**src/pnst_pkg.sv**
```systemverilog
`timescale 1ns / 1ps
// Package for the name segment tokenizer: codes, constants and the queue entry type.
// No dependencies.
package pnst_pkg;

  localparam int DEF_MAX_SEGMENTS = 8;
  localparam int QUEUE_DEPTH      = 4;

  localparam logic [63:0] DJB_SEED  = 64'd5381;
  localparam logic [15:0] VALUE_MAX = 16'hFFFF;
  localparam logic [16:0] VALUE_LETTERS = 17'h1FFFF;

  localparam logic [7:0] CH_DIGIT_LO = 8'h30;
  localparam logic [7:0] CH_DIGIT_HI = 8'h39;
  localparam logic [7:0] CH_UPPER_LO = 8'h41;
  localparam logic [7:0] CH_UPPER_HI = 8'h5A;
  localparam logic [7:0] CH_LOWER_LO = 8'h61;
  localparam logic [7:0] CH_LOWER_HI = 8'h7A;

  localparam logic KIND_SEGMENT = 1'b0;
  localparam logic KIND_SUMMARY = 1'b1;

  localparam logic [1:0] ST_OK        = 2'd0;
  localparam logic [1:0] ST_TOO_MANY  = 2'd1;
  localparam logic [1:0] ST_NO_DIGITS = 2'd2;

  localparam logic MODE_OUT = 1'b0;
  localparam logic MODE_RUN = 1'b1;

  // result slots of one entry, in delivery order
  localparam int SLOT_CLOSE   = 0;
  localparam int SLOT_FINAL   = 1;
  localparam int SLOT_SUMMARY = 2;

  typedef struct packed {
    logic [63:0]        hash;
    logic [2:0]         index;
    logic signed [16:0] value;
  } seg_t;

  typedef struct packed {
    logic [2:0]  has;
    seg_t        close_seg;
    seg_t        final_seg;
    logic [63:0] name_hash;
    logic [3:0]  total;
    logic [1:0]  status;
  } entry_t;

endpackage

```
**src/pnst_if.sv**
```systemverilog
`timescale 1ns / 1ps
// Valid/ready channel interfaces for the tokenizer: byte input and result output.
// No dependencies.
interface pnst_in_if;
  logic       valid;
  logic       ready;
  logic [7:0] char_code;
  logic       last_char;

  modport source(output valid, char_code, last_char, input ready);
  modport sink(input valid, char_code, last_char, output ready);
endinterface

interface pnst_out_if;
  logic               valid;
  logic               ready;
  logic               result_kind;
  logic [63:0]        hash_key;
  logic [2:0]         segment_index;
  logic signed [16:0] segment_value;
  logic [3:0]         segment_total;
  logic [1:0]         status;
  logic               last_of_run;

  modport source(output valid, result_kind, hash_key, segment_index, segment_value,
                 segment_total, status, last_of_run, input ready);
  modport sink(input valid, result_kind, hash_key, segment_index, segment_value,
               segment_total, status, last_of_run, output ready);
endinterface

```
**src/port_name_segment_tokenizer.sv**
```systemverilog
`timescale 1ns / 1ps
// Name segment tokenizer top level: front end, entry queue, back end.
// Depends on pnst_pkg, pnst_if, pnst_front, pnst_queue, pnst_back.
// Path: a byte's first result is registered in the queue, then in the output register.
// Throughput: one byte per cycle while the queue is not full; results leave one per
//   cycle while output is ready, one result after another (4-entry queue buffers).
// Reset: synchronous rst clears run state, name hash to seed, queue and output.
module port_name_segment_tokenizer #(
  parameter int MAX_SEGMENTS = pnst_pkg::DEF_MAX_SEGMENTS
) (
  input  logic       clk,
  input  logic       rst,
  pnst_in_if.sink    chars,
  pnst_out_if.source results
);
  import pnst_pkg::*;

  logic   push, pop, full, head_valid;
  entry_t push_data, head;

  pnst_front #(
    .MAX_SEGMENTS(MAX_SEGMENTS)
  ) u_front (
    .clk      (clk),
    .rst      (rst),
    .chars    (chars),
    .q_full   (full),
    .push     (push),
    .push_data(push_data)
  );

  pnst_queue u_queue (
    .clk       (clk),
    .rst       (rst),
    .push      (push),
    .push_data (push_data),
    .pop       (pop),
    .full      (full),
    .head_valid(head_valid),
    .head      (head)
  );

  pnst_back u_back (
    .clk       (clk),
    .rst       (rst),
    .head_valid(head_valid),
    .head      (head),
    .pop       (pop),
    .results   (results)
  );

endmodule

```
**src/pnst_front.sv**
```systemverilog
`timescale 1ns / 1ps
// Tokenizer front end: classifies each byte, tracks runs and hashes, and builds
// one queue entry per byte that yields results. Depends on pnst_pkg, pnst_if.
module pnst_front #(
  parameter int MAX_SEGMENTS = pnst_pkg::DEF_MAX_SEGMENTS
) (
  input  logic             clk,
  input  logic             rst,
  pnst_in_if.sink          chars,
  input  logic             q_full,
  output logic             push,
  output pnst_pkg::entry_t push_data
);
  import pnst_pkg::*;

  localparam int CNT_W = $clog2(MAX_SEGMENTS + 1);

  logic             mode, mode_next;
  logic             run_digits, run_digits_next;
  logic             seen_digits, seen_digits_next;
  logic [63:0]      run_hash, run_hash_next;
  logic [15:0]      run_value, run_value_next;
  logic [CNT_W-1:0] seg_cnt, seg_cnt_next;
  logic             err, err_next;
  logic [63:0]      name_hash, name_hash_next;

  logic             accept;
  logic             is_digit, is_alpha, extend;
  logic [63:0]      sx, seed;
  logic [19:0]      nv;
  logic [CNT_W-1:0] cnt_mid, cnt_fin;
  logic [1:0]       st;
  entry_t           e;

  assign chars.ready = !q_full;
  assign accept      = chars.valid && chars.ready;

  assign is_digit = chars.char_code inside {[CH_DIGIT_LO:CH_DIGIT_HI]};
  assign is_alpha = chars.char_code inside {[CH_UPPER_LO:CH_UPPER_HI],
                                            [CH_LOWER_LO:CH_LOWER_HI]};
  assign sx = {{56{chars.char_code[7]}}, chars.char_code};
  assign name_hash_next = (name_hash << 5) + name_hash + sx;

  assign extend = (mode == MODE_RUN) &&
                  ((is_digit && run_digits) || (is_alpha && !run_digits));
  assign nv = ({4'b0, run_value} << 3) + ({4'b0, run_value} << 1) +
              {16'b0, chars.char_code[3:0]};

  always_comb begin
    mode_next        = mode;
    run_digits_next  = run_digits;
    seen_digits_next = seen_digits;
    run_hash_next    = run_hash;
    run_value_next   = run_value;
    err_next         = err;
    cnt_mid          = seg_cnt;
    cnt_fin          = seg_cnt;
    seed             = '0;
    st               = ST_OK;
    e                = '0;
    if (!err) begin
      if (extend) begin
        run_hash_next = (run_hash << 5) + run_hash + {56'b0, chars.char_code};
        if (run_digits) begin
          run_value_next = (nv > {4'b0, VALUE_MAX}) ? VALUE_MAX : nv[15:0];
        end
      end else begin
        if (mode == MODE_RUN) begin
          e.has[SLOT_CLOSE]      = 1'b1;
          e.close_seg.hash       = run_hash;
          e.close_seg.index      = 3'(seg_cnt);
          e.close_seg.value      = run_digits ? {1'b0, run_value} : VALUE_LETTERS;
          cnt_mid                = seg_cnt + 1'b1;
          mode_next              = MODE_OUT;
        end
        if (is_digit || is_alpha) begin
          if (is_digit) begin
            seen_digits_next = 1'b1;
          end
          if (cnt_mid >= CNT_W'(MAX_SEGMENTS)) begin
            err_next  = 1'b1;
            mode_next = MODE_OUT;
          end else begin
            seed            = DJB_SEED + 64'(cnt_mid) + 64'd1;
            run_hash_next   = (seed << 5) + seed + {56'b0, chars.char_code};
            run_digits_next = is_digit;
            run_value_next  = is_digit ? {12'b0, chars.char_code[3:0]} : 16'b0;
            mode_next       = MODE_RUN;
          end
        end
      end
    end
    cnt_fin = cnt_mid;
    if (chars.last_char) begin
      if (err_next) begin
        st = ST_TOO_MANY;
      end else if (!seen_digits_next) begin
        st = ST_NO_DIGITS;
      end
      if (st == ST_OK && mode_next == MODE_RUN) begin
        e.has[SLOT_FINAL] = 1'b1;
        e.final_seg.hash  = run_hash_next;
        e.final_seg.index = 3'(cnt_mid);
        e.final_seg.value = run_digits_next ? {1'b0, run_value_next} : VALUE_LETTERS;
        cnt_fin           = cnt_mid + 1'b1;
      end
      e.has[SLOT_SUMMARY] = 1'b1;
      e.name_hash         = name_hash_next;
      e.total             = 4'(cnt_fin);
      e.status            = st;
    end
    seg_cnt_next = cnt_mid;
  end

  assign push      = accept && (|e.has);
  assign push_data = e;

  always_ff @(posedge clk) begin
    if (rst || (accept && chars.last_char)) begin
      mode        <= MODE_OUT;
      run_digits  <= 1'b0;
      seen_digits <= 1'b0;
      run_hash    <= '0;
      run_value   <= '0;
      seg_cnt     <= '0;
      err         <= 1'b0;
      name_hash   <= DJB_SEED;
    end else if (accept) begin
      mode        <= mode_next;
      run_digits  <= run_digits_next;
      seen_digits <= seen_digits_next;
      run_hash    <= run_hash_next;
      run_value   <= run_value_next;
      seg_cnt     <= seg_cnt_next;
      err         <= err_next;
      name_hash   <= name_hash_next;
    end
  end

  a_cnt_bound: assert property (@(posedge clk) disable iff (rst)
    seg_cnt <= CNT_W'(MAX_SEGMENTS))
    else $error("segment count beyond limit");

  a_err_no_run: assert property (@(posedge clk) disable iff (rst)
    err |-> mode == MODE_OUT)
    else $error("run open after segment overflow");

  a_last_pushes: assert property (@(posedge clk) disable iff (rst)
    (accept && chars.last_char) |-> push && push_data.has[SLOT_SUMMARY])
    else $error("last byte without summary");

endmodule

```
**src/pnst_queue.sv**
```systemverilog
`timescale 1ns / 1ps
// Short entry queue between tokenizer front and back ends.
// Depends on pnst_pkg.
module pnst_queue (
  input  logic             clk,
  input  logic             rst,
  input  logic             push,
  input  pnst_pkg::entry_t push_data,
  input  logic             pop,
  output logic             full,
  output logic             head_valid,
  output pnst_pkg::entry_t head
);
  import pnst_pkg::*;

  localparam int PTR_W = $clog2(QUEUE_DEPTH);
  localparam int CNT_W = $clog2(QUEUE_DEPTH + 1);

  entry_t           slots [QUEUE_DEPTH];
  logic [PTR_W-1:0] wr_ptr, rd_ptr;
  logic [CNT_W-1:0] count;

  assign full       = count == CNT_W'(QUEUE_DEPTH);
  assign head_valid = count != '0;
  assign head       = slots[rd_ptr];

  always_ff @(posedge clk) begin
    if (push) begin
      slots[wr_ptr] <= push_data;
    end
  end

  always_ff @(posedge clk) begin
    if (rst) begin
      wr_ptr <= '0;
      rd_ptr <= '0;
      count  <= '0;
    end else begin
      if (push) begin
        wr_ptr <= (wr_ptr == PTR_W'(QUEUE_DEPTH - 1)) ? '0 : wr_ptr + 1'b1;
      end
      if (pop) begin
        rd_ptr <= (rd_ptr == PTR_W'(QUEUE_DEPTH - 1)) ? '0 : rd_ptr + 1'b1;
      end
      if (push && !pop) begin
        count <= count + 1'b1;
      end else if (pop && !push) begin
        count <= count - 1'b1;
      end
    end
  end

endmodule

```
**src/pnst_back.sv**
```systemverilog
`timescale 1ns / 1ps
// Tokenizer back end: walks the results of the head entry in order and drives
// the registered result channel. Depends on pnst_pkg, pnst_if.
module pnst_back (
  input  logic             clk,
  input  logic             rst,
  input  logic             head_valid,
  input  pnst_pkg::entry_t head,
  output logic             pop,
  pnst_out_if.source       results
);
  import pnst_pkg::*;

  logic [2:0]         done;
  logic [2:0]         pending, pick, rest;
  logic               load;
  logic               out_valid;
  logic               kind;
  logic [63:0]        hash;
  logic [2:0]         index;
  logic signed [16:0] value;
  logic [3:0]         total;
  logic [1:0]         status;
  logic               last;

  assign pending = head.has & ~done;
  assign pick    = pending & (~pending + 3'd1);
  assign rest    = pending & ~pick;
  assign load    = head_valid && (!out_valid || results.ready);
  assign pop     = load && (rest == 3'b0);

  always_ff @(posedge clk) begin
    if (rst) begin
      out_valid <= 1'b0;
      done      <= '0;
    end else begin
      if (load) begin
        out_valid <= 1'b1;
        done      <= pop ? 3'b0 : (done | pick);
      end else if (results.ready) begin
        out_valid <= 1'b0;
      end
    end
  end

  always_ff @(posedge clk) begin
    if (load) begin
      last <= rest == 3'b0;
      if (pick[SLOT_CLOSE] || pick[SLOT_FINAL]) begin
        kind   <= KIND_SEGMENT;
        hash   <= pick[SLOT_CLOSE] ? head.close_seg.hash : head.final_seg.hash;
        index  <= pick[SLOT_CLOSE] ? head.close_seg.index : head.final_seg.index;
        value  <= pick[SLOT_CLOSE] ? head.close_seg.value : head.final_seg.value;
        total  <= '0;
        status <= ST_OK;
      end else begin
        kind   <= KIND_SUMMARY;
        hash   <= head.name_hash;
        index  <= '0;
        value  <= '0;
        total  <= head.total;
        status <= head.status;
      end
    end
  end

  assign results.valid         = out_valid;
  assign results.result_kind   = kind;
  assign results.hash_key      = hash;
  assign results.segment_index = index;
  assign results.segment_value = value;
  assign results.segment_total = total;
  assign results.status        = status;
  assign results.last_of_run   = last;

  a_pop_has_head: assert property (@(posedge clk) disable iff (rst)
    pop |-> head_valid)
    else $error("pop from empty queue");

  a_summary_last: assert property (@(posedge clk) disable iff (rst)
    (results.valid && results.result_kind == KIND_SUMMARY) |-> results.last_of_run)
    else $error("summary not marked last");

  a_segment_clean: assert property (@(posedge clk) disable iff (rst)
    (results.valid && results.result_kind == KIND_SEGMENT) |->
      (results.status == ST_OK && results.segment_total == 4'd0))
    else $error("segment result carries summary fields");

endmodule
```
**src/flat_wrapper.sv**
```systemverilog
// flat-port wrapper written by rule: the top's interface ports become plain ports
module port_name_segment_tokenizer_flat import pnst_pkg::*;
#(
  parameter int MAX_SEGMENTS = pnst_pkg::DEF_MAX_SEGMENTS
)
  (clk, rst, chars_valid, chars_char_code, chars_last_char, chars_ready, results_valid, results_result_kind, results_hash_key, results_segment_index, results_segment_value, results_segment_total, results_status, results_last_of_run, results_ready);
  pnst_in_if chars_i ();
  pnst_out_if results_i ();
  input  logic clk;
  input  logic rst;
  input wire logic [$bits(chars_i.valid)-1:0] chars_valid;
  input wire logic [$bits(chars_i.char_code)-1:0] chars_char_code;
  input wire logic [$bits(chars_i.last_char)-1:0] chars_last_char;
  output wire logic [$bits(chars_i.ready)-1:0] chars_ready;
  output wire logic [$bits(results_i.valid)-1:0] results_valid;
  output wire logic [$bits(results_i.result_kind)-1:0] results_result_kind;
  output wire logic [$bits(results_i.hash_key)-1:0] results_hash_key;
  output wire logic [$bits(results_i.segment_index)-1:0] results_segment_index;
  output wire logic [$bits(results_i.segment_value)-1:0] results_segment_value;
  output wire logic [$bits(results_i.segment_total)-1:0] results_segment_total;
  output wire logic [$bits(results_i.status)-1:0] results_status;
  output wire logic [$bits(results_i.last_of_run)-1:0] results_last_of_run;
  input wire logic [$bits(results_i.ready)-1:0] results_ready;
  assign chars_i.valid = chars_valid;
  assign chars_i.char_code = chars_char_code;
  assign chars_i.last_char = chars_last_char;
  assign chars_ready = chars_i.ready;
  assign results_valid = results_i.valid;
  assign results_result_kind = results_i.result_kind;
  assign results_hash_key = results_i.hash_key;
  assign results_segment_index = results_i.segment_index;
  assign results_segment_value = results_i.segment_value;
  assign results_segment_total = results_i.segment_total;
  assign results_status = results_i.status;
  assign results_last_of_run = results_i.last_of_run;
  assign results_i.ready = results_ready;
  port_name_segment_tokenizer #(.MAX_SEGMENTS(MAX_SEGMENTS)) u_core (.clk(clk), .rst(rst), .chars(chars_i), .results(results_i));
endmodule
```
**config.mk**
```make
export PLATFORM = sky130hd
export DESIGN_NAME = port_name_segment_tokenizer_flat
export DESIGN_NICKNAME = d
export VERILOG_FILES = /design/src/pnst_pkg.sv /design/src/pnst_if.sv /design/src/port_name_segment_tokenizer.sv /design/src/pnst_front.sv /design/src/pnst_queue.sv /design/src/pnst_back.sv /design/src/flat_wrapper.sv
export SDC_FILE = /design/constraint.sdc
export NUM_CORES = 2
export LEC_CHECK = 0
export BUFFER_PORTS_ARGS = -buffer_cell sky130_fd_sc_hd__buf_4
export CORE_MARGIN = 4
export CORE_UTILIZATION = 40
export DETAILED_ROUTE_END_ITERATION = 8
export GPL_TIMING_DRIVEN = 0
export PLACE_DENSITY = 0.53
export SLEW_MARGIN = 30
export SYNTH_ARGS = -nofsm -noshare
export SYNTH_HDL_FRONTEND = slang
export SYNTH_SLANG_ARGS = --single-unit
export TNS_END_PERCENT = 30
```
**constraint.sdc**
```tcl
create_clock -name clk -period 26.2 [get_ports clk]
set_clock_uncertainty 0.05 [all_clocks]
set_input_delay 5.24 -clock clk [delete_from_list [all_inputs] [get_ports clk]]
set_output_delay 5.24 -clock clk [all_outputs]
set_load 0.01 [all_outputs]
```
Yosys cells after proc, flatten, opt, wreduce, memory -nomap -nowiden

Memories as Yosys holds them, arrays and structs flattened. A register that Yosys moved wholly into a read port is not among the register bits.
Index checks and enable logic that the tools add are counted.

Bitwise operators: 7
Reduce and logical (&&, ||, !) cells: 31
Add/sub/neg operators: 17
Order comparisons: 8
Muxes and demuxes: 61
Eq/ne operators: 3

Operator list:

| kind                                                               | count |
|---|---|
| 2-to-1 mux 64 bit                                                  | 6 |
| 2-to-1 mux 85 bit                                                  | 3 |
| adder 64 bit                                                       | 3 |
| 2-to-1 mux 154 bit                                                 | 1 |
| 2-to-1 mux 16 bit                                                  | 6 |
| 2-to-1 mux 84 bit                                                  | 1 |
| adder 64 x 8 -> 64 bit                                             | 1 |
| 2-to-1 mux 17 bit                                                  | 3 |
| 2-to-1 mux 4 bit                                                   | 7 |
| adder 21 x 8 -> 22 bit                                             | 1 |
| 2-to-1 mux 1 bit                                                   | 22 |
| adder 20 x 15 -> 21 bit                                            | 1 |
| adder 19 x 17 -> 20 bit                                            | 1 |
| adder 20 x 4 -> 20 bit                                             | 1 |
| greater-than comparator 20 x 16 -> 1 bit (second input constant)   | 1 |
| greater-or-equal comparator 8 x 7 -> 1 bit (second input constant) | 2 |
| <= comparator 8 x 7 -> 1 bit (second input constant)               | 2 |
| 2-to-1 mux 2 bit                                                   | 8 |
| adder 14 x 1 -> 15 bit (second input constant)                     | 1 |
| adder 13 x 4 -> 14 bit (first input constant)                      | 1 |
| logical AND 1 bit                                                  | 14 |
| 2-to-1 mux 3 bit                                                   | 4 |
| AND 3 bit                                                          | 3 |
| NOT 3 bit                                                          | 3 |
| 17 further kinds                                                   | 31 |

Register bits after elaboration: 255
Output and inout bits: 94
RAM bits: 964
Word-level logic and storage cells: 148
Memories kept: 1

Memories:

| name                 | words | width | rd ports | clocked after Yosys merged registers in | write ports | line             | RTL |
|---|---|---|---|---|---|---|---|
| u_core.u_queue.slots | 4     | 241   | 1        | 1                                       | 1           | pnst_queue.sv:19 | `entry_t slots [QUEUE_DEPTH];` |

Logic depth before layout (Yosys ltp)

Depth in word-level cells: 25
Mapped depth: 16

Cells and area by module

Synthesis repeated with hierarchy kept, for this count alone.

Cell total of the unflattened synthesis: 4197
Area total of the unflattened synthesis: 58783.9 µm²

Modules (own cells, without submodules):

| module     | instances | cells each | sequential area each (µm²) | area each (µm²) |
|---|---|---|---|---|
| pnst_queue | 1         | 1303       | 29127.9                    | 35217.5 |
| pnst_front | 1         | 2528       | 3042.9                     | 18943.2 |
| pnst_back  | 1         | 366        | 2842.7                     | 4623.2 |

Worst setup path before layout

Ideal clock, no wire load.

Kind: input port to flip-flop
Start: in chars_char_code[4]
End: mem u_core.u_queue.slots[0][0] (netlist name), enable pin
Path buffers: 1
Cell stages on the path: 9
Library setup time: 0.633 ns
Data arrival time: 12.045 ns
Path slack: 13.472 ns
Data required time: 25.517 ns
Cell sequence: nor3_1 -> o2bb2ai_1 -> o31ai_2 -> or2_2 -> clkbuf_1 -> inv_1 -> o21ai_0 -> inv_1 -> and2_1

Cells in the longest elaborated chain, start to end: 19

Ends and longest elaborated chain:

| item                                                                                              | line                              | RTL |
|---|---|---|
| from (decl)                                                                                       | flat_wrapper.sv:12                | `input wire logic [$bits(chars_i.char_code)-1:0] chars_char_code;` |
| greater-or-equal comparator 8 x 7 -> 1 bit / <= comparator 8 x 7 -> 1 bit (equally long branches) | pnst_front.sv:39                  | `assign is_alpha = chars.char_code inside {[CH_UPPER_LO:CH_UPPER_HI],` |
| logical AND 1 bit                                                                                 | pnst_front.sv:39                  |  |
| nonzero test 2 bit                                                                                | pnst_front.sv:39                  |  |
| logical AND 1 bit                                                                                 | pnst_front.sv:45                  | `((is_digit && run_digits) \|\| (is_alpha && !run_digits));` |
| logical OR 1 bit                                                                                  | pnst_front.sv:45                  |  |
| logical AND 1 bit                                                                                 | pnst_front.sv:44                  | `assign extend = (mode == MODE_RUN) &&` |
| 2-to-1 mux 1 bit                                                                                  | pnst_front.sv:62                  | `if (extend) begin` |
| 2-to-1 mux 1 bit                                                                                  | pnst_front.sv:61                  | `if (!err) begin` |
| [... 4 more ...]                                                                                  | --                                |  |
| logical AND 1 bit                                                                                 | pnst_front.sv:100                 | `if (st == ST_OK && mode_next == MODE_RUN) begin` |
| 2-to-1 mux 1 bit                                                                                  | pnst_front.sv:100                 |  |
| 2-to-1 mux 2 bit                                                                                  | pnst_front.sv:94                  | `if (chars.last_char) begin` |
| OR reduction 3 bit (*)                                                                            | pnst_front.sv:115                 | `assign push = accept && (\|e.has);` |
| logical AND 1 bit (*)                                                                             | pnst_front.sv:115                 |  |
| net u_core.push                                                                                   | port_name_segment_tokenizer.sv:18 | `logic push, pop, full, head_valid;` |
| 2-to-1 mux 1 bit (*)                                                                              | pnst_queue.sv:28                  | `if (push) begin` |
| 2-to-1 mux 1 bit (implied by the code) (*)                                                        | pnst_queue.sv:29                  | `slots[wr_ptr] <= push_data;` |
| to (decl)                                                                                         | pnst_queue.sv:19                  |  |

The timed path passes the listed nets; every way through them passes the cells marked *. The select of a mux whose other input is x is not followed.

==> summary.md <==
| Metric | Value |
|---|---|
| Filler cells | `12700` |
| Register area share after synthesis | `0.602` |
| Period utilization | `0.369` |
| Post-DRT Antenna Nets | `0` |
| Worst skew pair latency | `790 ps` |
| # Post-CTS Setup Buffers | `0` |
| Setup crit start kind | `input pin` |
| Clock sinks | `1221` |
| Async SR Flop Fraction | `0` |
| Maximum clock frequency | `0.103 GHz` |
| MaxCap Viol Count | `0` |
| Synth unique cells | `87` |
| TritonCTS clock tree | `yes` |
| Routed len/inst | `26.3 µm` |
| Synthesized area per cell | `14.0 µm²` |
| Row cnt | `139` |
| Placed cell area | `62300 µm²` |
| Antenna violations before repair | `5` |
| Final setup violation count | `0` |
| Initial Util | `0.404` |
| Cell repeated most along the worst path | `o21ai_0` |
| Via count | `36600` |
| Most frequent cell after synthesis | `edfxtp_1` |
| Top_reg_cell synth | `edfxtp_1` |
| GPL Wtd Cong | `0.934` |
| CP Data Arrival Time | `10100 ps` |
| Largest area contributor in the netlist | `edfxtp_1` |
| Critical path fanouts, max | `33` |
| Relative slew margins | `0.260` |
| Max Slew Vio Count | `0` |
| Share of the synthesized area in the top cell type | `0.546` |
| Pwr dens | `105 nW/µm²` |
| NumNets Final | `4749` |
| Max rail drop VDD | `60.5 µV` |
| Setup TNS | `0 ps` |
| Core area | `144000 µm²` |
| Post-Layout Inst Area | `66800 µm²` |
| Mapped Nets | `4461` |
| CTS-repair resized insts | `0` |
| Vias in the first global route | `36800` |
| CP max stage delay | `640 ps` |
| Top cells by count, synth | `edfxtp_1 (1056), nand2_1 (341), a21oi_1 (289)` |
| Largest buffer count on any clock path | `3` |
| Hold Buf Count CTS | `0` |
| Setup crit end kind | `flip-flop` |
| Final Critical Period | `9670 ps` |
| GRT Residual Overflow | `0` |
| Area Growth Syn to Fin | `14.9%` |
| Die Width | `389 µm` |
| Drt total wl | `169000 µm` |
| Root Driver | `clkbuf_16` |
| Ports | `107` |
| Overall routing resource usage | `0.222` |
| Post-DR vias/cell | `5.67` |
| Crit path cell chain | `buf_6 > buf_16 > fa_1 > ha_1 > o21ai_0 > a211oi_1 > o21ai_0 > o21ai_0 > nand4_1 > a21oi_1 > a41oi_2 > o21ai_0 > xnor2_1 > nor2_1` |
| Die area | `151000 µm²` |
| Hold Path Class | `reg2reg` |
| Slowest CP cell | `o21ai_0` |
| Post-route DRC | `0` |
| Final hold vios | `0` |
| Leak | `0.0237 µW` |
| Mapped cell area | `58100 µm²` |
| Post-synth EDFFs | `1056` |
| Worst Max-Slew Pin Slew | `1110 ps` |
| RSZ-0062 raised after global routing | `false` |
| Clock Pin Slew Worst Setup and Hold Paths | `60 ps` |
| WS Path Type | `in2reg` |
| TritonCTS Buffers | `136` |
| Port buffer count | `105` |
| Synth top area cells | `edfxtp_1 (55%), mux4_2 (9.3%), dfxtp_1 (5.7%)` |
| Iteration-0 DRC Markers | `3219` |
| H-tree levels | `4` |
| Drt pass-1 iters | `5` |
| Ys Warns | `0` |
| Die Y | `389 µm` |
| DP HPWL | `123000 µm` |
| Status | `finished, final reports clean` |
| Share of cells above drive strength 1 | `0.145` |
| First-pass GRT wire length | `248000 µm` |
| Pin count of the biggest net entering global routing | `40` |
| Cells after synthesis | `4142` |
| Register bit total from synthesis | `1221` |
| WP data required | `26630 ps` |
[cell families (layout without fill, tap and decap cells)]
family                   after synthesis  in the layout  share of synthesized area
AO/OA/AOI/OAI                        907            907                     0.0996
XOR/XNOR                             140            140                     0.0211
adder cells (fa/ha/maj)              307            307                     0.0747
buffers and inverters                290            686                     0.0189
flip-flops                          1221           1221                      0.602
multiplexers                         316            316                      0.106
other                                  0              3                          0
AND/OR/NAND/NOR                      961            961                     0.0770
[metal layers]
| metal | part of all wire | global-route usage | vias to the layer above | wire [µm] |
|---|---|---|---|---|
| met4 | 0.039 | 0.0854 | 2 | 6580 |
| li1 | - | - | 16600 | - |
| met5 | 0.000077 | 0 | - | 13 |
| met2 | 0.47 | 0.359 | 1166 | 80300 |
| met3 | 0.058 | 0.0385 | 298 | 9810 |
| met1 | 0.43 | 0.301 | 18500 | 72600 |
[worst max-delay path, delay by kind of cell]
kind | cells | cell delay [ps]
buf+inv | 2 | 700
fa+ha+maj | 2 | 860
compound gates | 7 | 2350
simple gates | 2 | 730
xor+xnor | 1 | 140
[sequential cells by signal (all words and copies together) (netlist names), named ones only]
| signal | flops |
|---|---|
| u_core.u_front.run_value | 16 |
| u_core.u_back.results.hash_key | 64 |
| u_core.u_queue.count | 3 |
| u_core.u_queue.wr_ptr | 2 |
| u_core.u_back.results.segment_total | 4 |
| u_core.u_queue.slots | 964 |
| u_core.u_back.results.segment_value | 17 |
| u_core.u_back.done | 3 |
| u_core.u_front.err | 1 |
| u_core.u_front.mode | 1 |
| u_core.u_back.results.valid | 1 |
| u_core.u_back.results.last_of_run | 1 |
| u_core.u_front.seg_cnt | 4 |
| u_core.u_back.results.segment_index | 3 |
| u_core.u_front.run_digits | 1 |
| u_core.u_back.results.result_kind | 1 |
| u_core.u_back.results.status | 2 |
| u_core.u_front.name_hash | 64 |
| u_core.u_queue.rd_ptr | 2 |
| u_core.u_front.run_hash | 64 |
| u_core.u_front.seen_digits | 1 |
[through the flow]
step	setup WS, ps	instances	hold slack (ps)	power [µW]	utilization
6_report	16530	6444	432	7040	0.464
3_5_place_dp	15860	6195	410	5210	0.433
5_1_grt	16390	6441	450	7420	0.464
2_1_floorplan	13470	4142	378	4270	-
4_1_cts	16670	6441	426	7110	0.463
3_3_place_gp	6500	6150	402	5200	0.426
[area by class of cell]
type                            count  area (µm²)  area share
Buffer                            217         873      0.0131
Inverter                           73         274     0.00410
Clock inverter                     73         779      0.0117
Tap cell                         1903        2380      0.0357
Antenna cell                        3        7.51    0.000112
Clock buffer                      173        3600      0.0540
Multi-Input combinational cell   2631       22000       0.330
Timing Repair Buffer              150        1780      0.0266
Sequential cell                  1221       35000       0.524
[path summary, 6_finish.rpt]
kind	cells after the start	start	end	slack, ps
min	2	u_core.u_back.done[1]$_SDFFE_PP0P_	u_core.u_back.done[1]$_SDFFE_PP0P_	430
max reg2reg	14	u_core.u_front.name_hash[1]$_SDFFE_PP0P_	u_core.u_queue.slots[3][61]$_DFFE_PP_	21240
max	14	chars_char_code[7]	u_core.u_queue.slots[3][61]$_DFFE_PP_	16530
min reg2reg	2	u_core.u_back.done[1]$_SDFFE_PP0P_	u_core.u_back.done[1]$_SDFFE_PP0P_	430
[power by group]
| part | switching, µW | internal [µW] |
|---|---|---|
| sequential | 110 | 2470 |
| combinational | 1570 | 1010 |
| clock | 791 | 1090 |
[cells in the final DEF (no fill, tap or decap), types with 19 or more instances in the layout]
cell	n
mux2i_1	73
clkinv_1	35
o21bai_1	36
a22oi_1	29
clkbuf_1	189
fa_1	67
and2_1	138
edfxtp_1	1056
inv_1	70
nand3_1	46
a31oi_1	26
xor2_1	57
ha_1	239
clkbuf_2	34
nor3_1	44
o21ai_0	211
nor2_1	240
dfxtp_1	165
nor2b_1	19
a21oi_1	288
buf_16	21
and3_1	29
a21o_1	74
xnor2_1	83
nand4_1	36
nand2_1	341
clkbuf_16	138
a22o_1	34
mux4_2	241
buf_4	106
a211oi_1	36
Note: power is estimated with default switching activity, not from simulation.
